--- src/rtl/hcb_pkg.sv ---
// Shared field widths and controller state type for the Huffman code builder.
package hcb_pkg;

    localparam int LEAF_WEIGHT_W = 16;
    localparam int LEAF_INDEX_W  = 4;
    localparam int CODE_BITS_W   = 15;
    localparam int CODE_LENGTH_W = 4;
    localparam int S_TDATA_W     = 16;
    localparam int M_TDATA_W     = 40;

    typedef enum logic [3:0] {
        ST_LOAD,
        ST_SCAN,
        ST_DRAIN,
        ST_WR1,
        ST_WR2,
        ST_WR3,
        ST_WALK_ISSUE,
        ST_WALK,
        ST_OUT
    } hcb_state_t;

endpackage

--- src/rtl/hcb_ram.sv ---
// Generic single-write, single-read RAM with registered read data.
module hcb_ram #(
    parameter int WIDTH = 8,
    parameter int DEPTH = 16
) (
    input  logic                     aclk,
    input  logic                     we,
    input  logic [$clog2(DEPTH)-1:0] waddr,
    input  logic [WIDTH-1:0]         wdata,
    input  logic [$clog2(DEPTH)-1:0] raddr,
    output logic [WIDTH-1:0]         rdata
);

    logic [WIDTH-1:0] mem_reg [DEPTH];
    logic [WIDTH-1:0] rdata_reg;

    always_ff @(posedge aclk) begin
        if (we) begin
            mem_reg[waddr] <= wdata;
        end
        rdata_reg <= mem_reg[raddr];
    end

    assign rdata = rdata_reg;

endmodule

--- src/rtl/huffman_code_builder_unit.sv ---
// Huffman code builder: loads leaf weights, builds the tree, streams out per-leaf codes.
//
// Weights are accepted back to back while loading. A transaction with tlast starts the build
// over the n loaded leaves (weights past MAX_LEAVES are dropped). Merge k scans nodes
// 0..n+k-1 through the single read port of the node memories, one node per cycle, then
// passes through a pipeline drain state and three write-back states. Each leaf's code is
// then walked leaf to root, one memory read per tree level, before its result transaction
// is offered. No input is accepted from the start of the build until the final code
// transaction is taken.
module huffman_code_builder_unit #(
    parameter int MAX_LEAVES = 16
) (
    input  logic                          aclk,
    input  logic                          aresetn,
    input  logic                          s_tvalid,
    output logic                          s_tready,
    input  logic [hcb_pkg::S_TDATA_W-1:0] s_tdata,  // [15:0] leaf_weight
    input  logic                          s_tlast,  // last_leaf
    output logic                          m_tvalid,
    input  logic                          m_tready,
    // [3:0] leaf_index, [19:4] weight_out, [34:20] code_bits, [38:35] code_length, [39] 0
    output logic [hcb_pkg::M_TDATA_W-1:0] m_tdata,
    output logic                          m_tlast   // last_code
);

    import hcb_pkg::*;

    localparam int NODES  = 2 * MAX_LEAVES - 1;
    localparam int NODE_W = $clog2(NODES);
    localparam int CNT_W  = $clog2(MAX_LEAVES + 1);
    localparam int LEN_W  = $clog2(MAX_LEAVES);
    localparam int WGT_W  = LEAF_WEIGHT_W + $clog2(MAX_LEAVES);

    hcb_state_t state_reg, state_next;

    logic [CNT_W-1:0]         cnt_reg, cnt_next;
    logic [CNT_W-1:0]         n_reg, n_next;
    logic [NODE_W-1:0]        lim_reg, lim_next;
    logic [NODE_W-1:0]        last_node_reg, last_node_next;
    logic [NODE_W-1:0]        scan_idx_reg, scan_idx_next;
    logic                     rd_vld_reg, rd_vld_next;
    logic [NODE_W-1:0]        rd_idx_reg, rd_idx_next;
    logic [WGT_W-1:0]         m1_reg, m1_next, m2_reg, m2_next;
    logic [NODE_W-1:0]        x1_reg, x1_next, x2_reg, x2_next;
    logic                     h1_reg, h1_next, h2_reg, h2_next;
    logic [CNT_W-1:0]         leaf_reg, leaf_next;
    logic [NODE_W-1:0]        cur_reg, cur_next, prev_reg, prev_next;
    logic                     first_reg, first_next;
    logic [LEN_W-1:0]         len_reg, len_next;
    logic [CODE_BITS_W-1:0]   code_reg, code_next;
    logic [LEAF_WEIGHT_W-1:0] wout_reg, wout_next;

    logic                     wgt_we, par_we, left_we;
    logic [NODE_W-1:0]        wgt_waddr, par_waddr, left_waddr, raddr;
    logic [WGT_W-1:0]         wgt_wdata, wgt_rdata;
    logic [NODE_W:0]          par_wdata, par_rdata;
    logic [NODE_W-1:0]        left_rdata;

    logic                     s_acc;
    logic                     room;
    logic [CNT_W-1:0]         cnt_inc;
    logic                     par_valid;
    logic [NODE_W-1:0]        par_idx;
    logic                     right_bit;

    hcb_ram #(.WIDTH(WGT_W), .DEPTH(NODES)) u_weight_ram (
        .aclk  (aclk),
        .we    (wgt_we),
        .waddr (wgt_waddr),
        .wdata (wgt_wdata),
        .raddr (raddr),
        .rdata (wgt_rdata)
    );

    hcb_ram #(.WIDTH(NODE_W + 1), .DEPTH(NODES)) u_parent_ram (
        .aclk  (aclk),
        .we    (par_we),
        .waddr (par_waddr),
        .wdata (par_wdata),
        .raddr (raddr),
        .rdata (par_rdata)
    );

    hcb_ram #(.WIDTH(NODE_W), .DEPTH(NODES)) u_left_ram (
        .aclk  (aclk),
        .we    (left_we),
        .waddr (left_waddr),
        .wdata (x1_reg),
        .raddr (raddr),
        .rdata (left_rdata)
    );

    assign s_tready  = (state_reg == ST_LOAD);
    assign s_acc     = s_tvalid && s_tready;
    assign room      = (cnt_reg < CNT_W'(MAX_LEAVES));
    assign cnt_inc   = cnt_reg + CNT_W'(room);
    assign par_valid = par_rdata[NODE_W];
    assign par_idx   = par_rdata[NODE_W-1:0];
    assign right_bit = (left_rdata != prev_reg);

    assign m_tvalid = (state_reg == ST_OUT);
    assign m_tlast  = (leaf_reg == n_reg - CNT_W'(1));
    assign m_tdata  = {1'b0, CODE_LENGTH_W'(len_reg), code_reg, wout_reg,
                       LEAF_INDEX_W'(leaf_reg)};

    always_ff @(posedge aclk) begin
        if (!aresetn) begin
            state_reg <= ST_LOAD;
            cnt_reg   <= '0;
        end else begin
            state_reg <= state_next;
            cnt_reg   <= cnt_next;
        end
        n_reg         <= n_next;
        lim_reg       <= lim_next;
        last_node_reg <= last_node_next;
        scan_idx_reg  <= scan_idx_next;
        rd_vld_reg    <= rd_vld_next;
        rd_idx_reg    <= rd_idx_next;
        m1_reg        <= m1_next;
        m2_reg        <= m2_next;
        x1_reg        <= x1_next;
        x2_reg        <= x2_next;
        h1_reg        <= h1_next;
        h2_reg        <= h2_next;
        leaf_reg      <= leaf_next;
        cur_reg       <= cur_next;
        prev_reg      <= prev_next;
        first_reg     <= first_next;
        len_reg       <= len_next;
        code_reg      <= code_next;
        wout_reg      <= wout_next;
    end

    always_comb begin
        state_next     = state_reg;
        cnt_next       = cnt_reg;
        n_next         = n_reg;
        lim_next       = lim_reg;
        last_node_next = last_node_reg;
        scan_idx_next  = scan_idx_reg;
        rd_vld_next    = 1'b0;
        rd_idx_next    = scan_idx_reg;
        m1_next        = m1_reg;
        m2_next        = m2_reg;
        x1_next        = x1_reg;
        x2_next        = x2_reg;
        h1_next        = h1_reg;
        h2_next        = h2_reg;
        leaf_next      = leaf_reg;
        cur_next       = cur_reg;
        prev_next      = prev_reg;
        first_next     = first_reg;
        len_next       = len_reg;
        code_next      = code_reg;
        wout_next      = wout_reg;

        wgt_we     = 1'b0;
        wgt_waddr  = lim_reg;
        wgt_wdata  = m1_reg + m2_reg;
        par_we     = 1'b0;
        par_waddr  = lim_reg;
        par_wdata  = {1'b1, lim_reg};
        left_we    = 1'b0;
        left_waddr = lim_reg;
        raddr      = scan_idx_reg;

        // running two-smallest search over returned scan data
        if (rd_vld_reg && !par_valid) begin
            if (!h1_reg || wgt_rdata < m1_reg) begin
                m2_next = m1_reg;
                x2_next = x1_reg;
                h2_next = h1_reg;
                m1_next = wgt_rdata;
                x1_next = rd_idx_reg;
                h1_next = 1'b1;
            end else if (!h2_reg || wgt_rdata < m2_reg) begin
                m2_next = wgt_rdata;
                x2_next = rd_idx_reg;
                h2_next = 1'b1;
            end
        end

        unique case (state_reg)
            ST_LOAD: begin
                if (s_acc) begin
                    if (room) begin
                        wgt_we    = 1'b1;
                        wgt_waddr = NODE_W'(cnt_reg);
                        wgt_wdata = WGT_W'(s_tdata[LEAF_WEIGHT_W-1:0]);
                        par_we    = 1'b1;
                        par_waddr = NODE_W'(cnt_reg);
                        par_wdata = {1'b0, NODE_W'(0)};
                    end
                    cnt_next = cnt_inc;
                    if (s_tlast) begin
                        n_next = cnt_inc;
                        if (cnt_inc == CNT_W'(1)) begin
                            leaf_next  = '0;
                            state_next = ST_WALK_ISSUE;
                        end else begin
                            lim_next       = NODE_W'(cnt_inc);
                            last_node_next = NODE_W'({cnt_inc, 1'b0} - (CNT_W + 1)'(2));
                            scan_idx_next  = '0;
                            h1_next        = 1'b0;
                            h2_next        = 1'b0;
                            state_next     = ST_SCAN;
                        end
                    end
                end
            end
            ST_SCAN: begin
                raddr         = scan_idx_reg;
                rd_vld_next   = 1'b1;
                scan_idx_next = scan_idx_reg + NODE_W'(1);
                if (scan_idx_reg == lim_reg - NODE_W'(1)) begin
                    state_next = ST_DRAIN;
                end
            end
            ST_DRAIN: begin
                state_next = ST_WR1;
            end
            ST_WR1: begin
                par_we     = 1'b1;
                par_waddr  = x1_reg;
                state_next = ST_WR2;
            end
            ST_WR2: begin
                par_we     = 1'b1;
                par_waddr  = x2_reg;
                wgt_we     = 1'b1;
                left_we    = 1'b1;
                state_next = ST_WR3;
            end
            ST_WR3: begin
                par_we    = 1'b1;
                par_wdata = {1'b0, NODE_W'(0)};
                if (lim_reg == last_node_reg) begin
                    leaf_next  = '0;
                    state_next = ST_WALK_ISSUE;
                end else begin
                    lim_next      = lim_reg + NODE_W'(1);
                    scan_idx_next = '0;
                    h1_next       = 1'b0;
                    h2_next       = 1'b0;
                    state_next    = ST_SCAN;
                end
            end
            ST_WALK_ISSUE: begin
                raddr      = NODE_W'(leaf_reg);
                cur_next   = NODE_W'(leaf_reg);
                first_next = 1'b1;
                len_next   = '0;
                code_next  = '0;
                state_next = ST_WALK;
            end
            ST_WALK: begin
                raddr      = par_idx;
                first_next = 1'b0;
                if (first_reg) begin
                    wout_next = wgt_rdata[LEAF_WEIGHT_W-1:0];
                end else begin
                    code_next = code_reg | (CODE_BITS_W'(right_bit) << len_reg);
                    len_next  = len_reg + LEN_W'(1);
                end
                if (par_valid) begin
                    prev_next = cur_reg;
                    cur_next  = par_idx;
                end else begin
                    state_next = ST_OUT;
                end
            end
            ST_OUT: begin
                if (m_tready) begin
                    if (m_tlast) begin
                        cnt_next   = '0;
                        state_next = ST_LOAD;
                    end else begin
                        leaf_next  = leaf_reg + CNT_W'(1);
                        state_next = ST_WALK_ISSUE;
                    end
                end
            end
            default: begin
                state_next = ST_LOAD;
            end
        endcase
    end

    a_two_found: assert property (@(posedge aclk) disable iff (!aresetn)
        state_reg == ST_WR1 |-> h1_reg && h2_reg && x1_reg != x2_reg)
        else $error("merge without two distinct unparented nodes");

    a_no_overlap: assert property (@(posedge aclk) disable iff (!aresetn)
        s_tready |-> !m_tvalid)
        else $error("input accepted while a code transaction is pending");

    a_done_clears: assert property (@(posedge aclk) disable iff (!aresetn)
        m_tvalid && m_tready && m_tlast |=> state_reg == ST_LOAD && cnt_reg == '0)
        else $error("leaf count not cleared after final code");

    a_scan_bound: assert property (@(posedge aclk) disable iff (!aresetn)
        state_reg == ST_SCAN |-> scan_idx_reg < lim_reg && lim_reg <= last_node_reg)
        else $error("scan index out of range");

    a_count_bound: assert property (@(posedge aclk) disable iff (!aresetn)
        cnt_reg <= CNT_W'(MAX_LEAVES))
        else $error("leaf count overflow");

endmodule

--- config.mk ---
export PLATFORM = sky130hd
export DESIGN_NAME = huffman_code_builder_unit
export DESIGN_NICKNAME = d
export VERILOG_FILES = /design/src/rtl/hcb_pkg.sv /design/src/rtl/hcb_ram.sv /design/src/rtl/huffman_code_builder_unit.sv
export SDC_FILE = /design/constraint.sdc
export NUM_CORES = 2
export LEC_CHECK = 0
export ABC_AREA = 1
export BUFFER_PORTS_ARGS = -buffer_cell sky130_fd_sc_hd__buf_2
export CAP_MARGIN = 40
export CORE_MARGIN = 5
export CORE_UTILIZATION = 60
export CTS_BUF_LIST = sky130_fd_sc_hd__clkbuf_8
export DETAILED_ROUTE_END_ITERATION = 6
export PLACE_DENSITY_LB_ADDON = 0.3
export REMOVE_ABC_BUFFERS = 1
export SETUP_SLACK_MARGIN = 0.3
export SYNTH_ARGS = -nofsm -noshare
export SYNTH_HDL_FRONTEND = slang
export SYNTH_SLANG_ARGS = --single-unit
--- constraint.sdc ---
create_clock -name aclk -period 4.1 [get_ports aclk]
set_clock_uncertainty 0.1 [all_clocks]
set_input_delay 0.41 -clock aclk [delete_from_list [all_inputs] [get_ports aclk]]
set_output_delay 0.41 -clock aclk [all_outputs]
set_load 0.02 [all_outputs]
==> run metrics <==
Async S/R FF share, synth 0%; area of the core 86900 µm²; CTS max path bufs 3; crit-path cells nor2_2 > nand2_1 > nor2_2 > nand2_2 > inv_2 > nor2_1 > nand2_1 > nand2_1 > a21oi_1 > nand3_1 > nor2_2 > buf_4; nets@finish 5331; Netlist cell types 46; slew at the pin closest to its max-slew limit 1.32 ns; Avg WL per Cell 20.9 µm; H-tree depth 4; gpl congestion 0.906; Avg Inst Size Synth 10.1 µm²; Overflow after GRT 0; ys flop type edfxtp_1; Via-to-Cell Ratio 5.94; Synth area leader edfxtp_1; CTS tree yes; share of layout cells above drive strength 1 8.61%; Top Metal Used met4; met2 wire len 63900 µm; HPWL Detailed 75800 µm; slew margin rel. 11.9%; GRT Overall Usage 28.2%; CP max FO 16; CTS root buf clkbuf_8; Tcrit/Tclk final 87.1%; top-count cell post-synth edfxtp_1; status finished, violations left; DP Worst Slack 0.612 ns; max reg flops 620; IO Count 64; max frequency 280 MHz; Largest stage delay, worst path 0.43 ns; Post-synth EDFFs 1081; final wirelength 136000 µm; wire length of the first global-routing pass 209000 µm; slowest CP cell dfxtp_1; TritonCTS buffer count 175; Worst Setup SP state_reg[0]; Fin Setup TNS 0 ns; Die X 306 µm; Syn Inst Count 5205; RSZ-0062 raised after global routing false; Syn Std Cell Area 52500 µm²; worst hold-check path type in2reg; Max Cap Viol 0; cell area power density 736 nW/µm²; synth warn 0; Worst Slack Setup Final 0.530 ns; DRC errors left 3; Initial Util 60.5%; initial antenna violation count 1; initial detailed-routing violation count 5482; CTS resizes 0; Req. time, crit path 4.48 ns; CTS clk-pin slew, worst paths 0.06 ns; P_leak 24.4 nW; Final setup viols 0; min-delay src s_tvalid; type of destination of the critical path flip-flop; die area 93600 µm²; reg2reg start state_reg[0]; largest net degree at the start of global routing 223; metal3 WL 14800 µm; 1st-pass router iterations 7; critical path class reg2reg; ranking of synthesized cells by area edfxtp_1 (62%), nand3_1 (8.3%), nand2_1 (6.8%); row cnt 108; Seq/Total Area, Yosys 63.6%; post-synth top area share 61.8%; worst vdd rail ir drop 712 µV; Final ANT Viol Nets 0; top post-synthesis cells by count edfxtp_1 (1081), nand2_1 (948), inv_1 (926); CTS sink count 1129; DIE HEIGHT 306 µm; Final Hold Viols 0; clock latency on the worst-skew pair 0.83 ns; synthesis-to-layout area growth 9.45%; via count 38.8k; CP startpoint kind flip-flop; DRT met1 WL 53700 µm; vias in the first global route 36.7k; fillcell total 6459; # port buffers 62; fin. max-slew vios 0; Arr. time, crit path 3.95 ns; Final min period 3.57 ns; Synth Register Bits 1129; failing checks design-rule violations
==> through the flow <==
step	power (W)	utilization [%]	area, µm²	instances	hold slack [ns]
CTS	0.0420	66.1	57500	6528	0.0394
floorplan	0.0273	-	51100	4879	0.300
global route	0.0445	66.2	57500	6531	0.104
detailed placement	0.0336	62.5	54300	6208	0.305
global placement	0.0330	62.3	54200	6201	0.303
finish	0.0423	66.2	57500	6531	0.113
==> logic make-up (layout without fill, tap and decap cells) <==
logic type,after synthesis,after routing,share of synthesized area (%)
and+or+nand+nor,2519,2519,22.6
buffers and inverters,1265,1435,9.46
DFF,1129,1129,63.6
AOI/OAI and AO/OA,183,183,2.00
adders and majority gates,71,71,1.71
xor gates and xnor gates,35,35,0.610
muxes,2,2,0.0381
other,1,2,0.00714
==> cell usage in the layout (no fill, tap or decap), types with 3 or more instances in the layout <==
cell and instances:
dfxtp_1 48, nor2_1 147, nor2_2 42, inv_6 6, dlygate4sd3_1 8, o21ai_0 48
or2_2 4, clkinv_2 14, buf_16 6, clkinvlp_4 5, nand2_1 948, a21boi_0 5
buf_12 25, inv_8 3, o21ai_1 3, edfxtp_1 1081, ha_1 70, inv_1 997
xnor2_1 13, nand3_1 871, nand4_1 471, o211ai_1 5, nor3_1 19, a21o_1 3
xor2_1 21, nand3_4 6, clkbuf_8 181, a22o_1 3, clkinv_1 38, inv_2 8
o21a_1 28, a21oi_2 4, buf_2 62, o21ai_2 6, a21oi_1 70, buf_4 81
==> worst paths after layout <==
path,end,slack (ns),depth (start not counted)
worst max register to register,u_weight_ram.mem_reg[22][9],0.53,12
worst max-delay path,u_weight_ram.mem_reg[22][9],0.53,12
worst min register to register,prev_reg[2],0.32,0
worst min-delay path,n_reg[3],0.11,5
==> layer usage <==
layer	global-route usage [%]	up-vias
met3	5.62	317
met2	44.7	2351
met5	0	-
met4	9.61	0
li1	-	17800
met1	39.7	18300
==> area by class of cell <==
type,instances,area (µm²),area share [%]
Clock inverter,132,572,0.994
Antenna cell,1,2.50,0.00435
Inverter,939,3540,6.15
Sequential cell,1129,33400,58.1
Multi-Input combinational cell,2811,14400,25.0
Tap cell,1155,1450,2.51
Clock buffer,181,2490,4.33
Timing Repair Buffer,183,1680,2.91
==> critical path: cells and delay by family, from the launching register on <==
family | cells | cell delay (ns)
simple gates | 9 | 1.90
buf+inv | 2 | 0.50
flops | 1 | 0.43
compound gates | 1 | 0.25
==> report_power, final <==
group / switching [W] / internal [W]
Combinational: 0.0124 / 0.00492
Clock: 0.00433 / 0.00409
Sequential: 0.000765 / 0.0158
Total: 0.0175 / 0.0248
==> repair_timing <==
action,in CTS,in global routing
hold buffers,7,1
endpoints found under the hold margin,20,1
setup buffers,0,0
Power figures use the tool's default switching activity.
